### config.mk
export PLATFORM = sky130hd
export DESIGN_NAME = bcdc_isqrt
export DESIGN_NICKNAME = d
export VERILOG_FILES = /design/src/design/bcdc_pkg.sv /design/src/design/bcdc_isqrt.sv
export SDC_FILE = /design/constraint.sdc
export NUM_CORES = 1
export LEC_CHECK = 0
export BUFFER_PORTS_ARGS = -buffer_cell sky130_fd_sc_hd__buf_2
export CAP_MARGIN = 40
export CORE_UTILIZATION = 30
export CTS_CLUSTER_DIAMETER = 120
export DETAILED_ROUTE_END_ITERATION = 10
export GPL_TIMING_DRIVEN = 0
export PLACE_DENSITY = 0.43
export SYNTH_ARGS = -nofsm -noshare
export SYNTH_HDL_FRONTEND = slang
export SYNTH_SLANG_ARGS = --single-unit
export TNS_END_PERCENT = 100
### constraint.sdc
create_clock -name clk -period 3.3 [get_ports clk]
set_clock_uncertainty 0.15 [all_clocks]
set_input_delay 0 -clock clk [delete_from_list [all_inputs] [get_ports clk]]
set_output_delay 0 -clock clk [all_outputs]
set_load 0.005 [all_outputs]
### src/design/bcdc_pkg.sv
package bcdc_pkg;

    localparam int W_OMEGA    = 16;
    localparam int W_FIELD    = 18;
    localparam int W_MOM      = 32;
    localparam int W_IN_DATA  = 104;
    localparam int W_OUT_DATA = 96;
    localparam int W_CFG_IDX  = 3;
    localparam int W_CFG_DATA = 32;

    localparam logic [W_CFG_IDX-1:0] CFG_MODE  = 3'd0;
    localparam logic [W_CFG_IDX-1:0] CFG_GAIN  = 3'd1;
    localparam logic [W_CFG_IDX-1:0] CFG_LIM_X = 3'd2;
    localparam logic [W_CFG_IDX-1:0] CFG_LIM_Y = 3'd3;
    localparam logic [W_CFG_IDX-1:0] CFG_LIM_Z = 3'd4;

    localparam logic [1:0] MODE_PROJ = 2'd0;
    localparam logic [1:0] MODE_BANG = 2'd1;
    localparam logic [1:0] MODE_DIR  = 2'd2;

    typedef struct packed {
        logic en;
        logic valid;
    } pipe_ctl_t;

endpackage

### src/design/bcdc_isqrt.sv
module bcdc_isqrt #(
    parameter int XW = 36,
    parameter int SW = 1
) (
    input  logic                    clk,
    input  logic                    rst_n,
    input  bcdc_pkg::pipe_ctl_t     ctl,
    input  logic [XW-1:0]           x,
    input  logic [SW-1:0]           side_in,
    output logic                    out_valid,
    output logic [(XW+1)/2-1:0]     root,
    output logic [SW-1:0]           side_out
);
    import bcdc_pkg::*;

    localparam int RW = (XW + 1) / 2;

    logic          vld_reg  [RW];
    logic [XW-1:0] x_reg    [RW];
    logic [XW:0]   res_reg  [RW];
    logic [SW-1:0] side_reg [RW];

    // one result bit per stage, classic shift-and-subtract root
    for (genvar s = 0; s < RW; s++)
    begin : g_stage
        logic          vld_in;
        logic [XW-1:0] x_in;
        logic [XW:0]   res_in;
        logic [SW-1:0] sd_in;
        logic [XW:0]   bitv;
        logic [XW:0]   trial;
        logic [XW-1:0] x_next;
        logic [XW:0]   res_next;

        if (s == 0)
        begin : g_first
            assign vld_in = ctl.valid;
            assign x_in   = x;
            assign res_in = '0;
            assign sd_in  = side_in;
        end
        else
        begin : g_next
            assign vld_in = vld_reg[s-1];
            assign x_in   = x_reg[s-1];
            assign res_in = res_reg[s-1];
            assign sd_in  = side_reg[s-1];
        end

        assign bitv  = (XW+1)'(1) << (2 * (RW - 1 - s));
        assign trial = res_in + bitv;

        always_comb
        begin
            if ({1'b0, x_in} >= trial)
            begin
                x_next   = x_in - trial[XW-1:0];
                res_next = (res_in >> 1) + bitv;
            end
            else
            begin
                x_next   = x_in;
                res_next = res_in >> 1;
            end
        end

        always_ff @(posedge clk or negedge rst_n)
        begin
            if (!rst_n)
                vld_reg[s] <= 1'b0;
            else if (ctl.en)
                vld_reg[s] <= vld_in;
        end

        always_ff @(posedge clk)
        begin
            if (ctl.en)
            begin
                x_reg[s]    <= x_next;
                res_reg[s]  <= res_next;
                side_reg[s] <= sd_in;
            end
        end
    end

    assign out_valid = vld_reg[RW-1];
    assign root      = res_reg[RW-1][RW-1:0];
    assign side_out  = side_reg[RW-1];

endmodule

==> flow_metrics.tcl <==
set metrics [dict create \
    fin_area_mm2 0.04568 \
    leakage_nw 16.88 \
    cp_num_buf_inv 2 \
    antenna_found_initial 1 \
    path_depth 10 \
    ant_nets 0 \
    rr_worst_depth 10 \
    start_kind "register" \
    hold_violations 0 \
    cts_tree "built" \
    gp_congestion 0.8718 \
    hpwl_um 64610 \
    slew_violations 0 \
    worstPathArrival_ns 3.51 \
    grt_pass1_wl_um 138600 \
    port_buffers 60 \
    clockRootBuffer "clkbuf_16" \
    grt_max_degree 128 \
    drv_cap 0 \
    ys_ff_latch 819 \
    fin_nets 3407 \
    start_util 0.3031 \
    synth_area_leaders "edfxtp_1 (63%), ha_1 (6.1%), xor2_1 (3.1%)" \
    max_stage_delay_ns 0.53 \
    crit_path_end_kind "register" \
    syn_nets 3122 \
    wl_per_cell_um 17.95 \
    grt_pass1_vias 24603 \
    yosysMostFrequentCell "edfxtp_1" \
    grt-ovfl-total 0 \
    antennaDiodeCount 0 \
    nFillCells 12090 \
    slew_headroom 0.4726 \
    clock.fmax_mhz 303.9 \
    crit_family "compound AO/OA/AOI/OAI gates" \
    die_area_mm2 0.1286 \
    coreArea_mm2 0.1259 \
    cp_common_cell "buf_6" \
    setup_slack_ns 0.009973 \
    period_needed_ns 3.290 \
    outcome "completed" \
    clock-sinks 819 \
    cp_max_fo 4 \
    fin_setup_tns_ns 0 \
    io_pins 61 \
    yosysWarnings 0 \
    cts_buffers 95 \
    synth_edf_count 801 \
    worstMarginPinSlew_ns 0.7885 \
    route.detailed.drc 0 \
    post-place-ws_ns -0.5170 \
    holdPathStages 0 \
    power.density_mw_per_mm2 632.8 \
    ys_types 80 \
    hold_path_class "register to register" \
    dr.pass1.iters 5 \
    htree_levels 3 \
    area_growth_pct 19.70 \
    synthesis.area_mm2 0.03816 \
    dpl_cell_area_mm2 0.04077 \
    row_count 130 \
    grt_use_total 0.1370 \
    synthTopCellsByCount "edfxtp_1 (801), inv_1 (221), nand2_1 (190), ha_1 (185), o21ai_0 (147)" \
    setup_viol 0 \
    ys_seq_area_frac 0.6421 \
    largest_reg_flops 612 \
    drive_above_1_share 0.1299 \
    clk_latency_ns 0.67 \
    cp_cell_sequence "ha_2, or3_4, o22a_4, a2111o_1, a2111oi_4, or2_1, buf_6, buf_6, nor4_2, xor2_1" \
    drtIter0Drc 1322 \
    rsz0062_at_grt "true" \
    finalCritPeriodShare 0.9970 \
    clkTransAtPathRegs_ns 0.06 \
    async_flop_share 0.02198 \
    synth_top_area_frac 0.6303 \
    synth_top_area_cell "edfxtp_1" \
    cts_buffer_depth 3 \
    postSynthCellCount 2896 \
    cp_slowest_cell "a2111o_1" \
    vias_per_cell 4.830 \
    fp.dieH_um 358.7 \
    max-vdd-ir-drop_mv 0.3943 \
    synth.avg_cell_area_um2 13.18 \
    synth_ff_type "edfxtp_1" \
    worstSetupPathType "register to register" \
    wl_um 88040 \
    vias 23697 \
    critical_path_required_ns 3.52 \
    die_w_um 358.7 \
]
==> metrics by stage <==
stage                       util  std cells  total power [mW]  hold slack [ns]
after detailed placement  0.3238       4621             18.49          -0.1984
after global routing      0.3628       4906             30.35           0.2716
after global placement    0.3219       4606             18.62          -0.2138
final                     0.3628       4906             28.90           0.2684
after floorplan                -       2896             16.86          -0.4456
after CTS                 0.3582       4886             29.16           0.2444
==> placed cells by master (no fill, tap or decap), types with 13 or more instances in the layout <==
cell type	instances
nand2b_1	37
edfxtp_1	801
buf_2	75
clkbuf_16	96
mux2_2	31
clkbuf_1	34
o21a_1	48
o21ai_0	132
inv_1	220
a21o_1	44
xnor2_1	113
clkinv_2	18
o31ai_1	21
nor3_1	90
nand2_1	180
or3_1	25
nor4b_1	13
buf_4	35
nand4_1	40
xor2_1	133
and2_1	16
nand3_1	39
nor2b_1	27
a21oi_1	123
dfrtp_1	18
nor4_1	88
o211ai_1	14
dlygate4sd3_1	80
clkinv_1	19
or4_1	27
ha_1	172
or2_2	13
nor2_1	133
==> worst paths after layout <==
| path | startpoint | end | slack (ns) |
|---|---|---|---|
| max in group asynchronous | rst_n | g_stage[8].vld_in$_DFFE_PN0P_ | 2.17 |
| worst max-delay path | x_reg[15][4]$_DFFE_PP_ | x_reg[16][26]$_DFFE_PP_ | 0.01 |
| worst min register to register | side_reg[11]$_DFFE_PP_ | side_reg[12]$_DFFE_PP_ | 0.27 |
| worst max register to register | x_reg[15][4]$_DFFE_PP_ | x_reg[16][26]$_DFFE_PP_ | 0.01 |
| min in group asynchronous | rst_n | g_stage[1].vld_in$_DFFE_PN0P_ | 0.34 |
| worst min-delay path | side_reg[11]$_DFFE_PP_ | side_reg[12]$_DFFE_PP_ | 0.27 |
==> layout make-up <==
type                            count  area, um2  share of cell area
Buffer                             42      256.5            0.005615
Sequential cell                   819      24500              0.5364
Inverter                          223      837.1             0.01832
Clock inverter                     56      618.1             0.01353
Multi-Input combinational cell   1808      13260              0.2902
Clock buffer                      116       2456             0.05377
Tap cell                         1650       2064             0.04520
Timing Repair Buffer              192       1688             0.03695
==> repair_timing <==
item | CTS | global route
gates resized for setup | 69 | 99
gates cloned | 2 | 1
setup endpoints to repair | 175 | 170
pin swaps | 15 | 31
hold buffers | 80 | 0
endpoints found under the hold margin | 170 | 0
setup buffers | 13 | 21
==> logic make-up after synthesis <==
logic type | after synthesis | share of synthesized area
multiplexers | 41 | 0.01177
AND/OR/NAND/NOR | 828 | 0.1165
AO/OA/AOI/OAI | 507 | 0.08446
flip-flops | 819 | 0.6421
XOR/XNOR | 247 | 0.05669
buffers and inverters | 269 | 0.02787
adder cells (fa/ha/maj) | 185 | 0.06066
==> power breakdown <==
| group | leakage, nW | total (mW) | internal, mW | switching, mW |
|---|---|---|---|---|
| logic | 7.49 | 4.60 | 2.00 | 2.60 |
| registers | 7.89 | 14.0 | 13.0 | 0.949 |
| clock network | 1.50 | 10.3 | 6.09 | 4.24 |
==> metal layers <==
layer	GRT usage	part of all wire	vias up
met4	0.05407	0.036	0
met1	0.1591	0.41	11601
met3	0.02274	0.034	175
met5	0	0	-
li1	-	-	11488
met2	0.2495	0.52	433
Power figures use the tool's default switching activity.
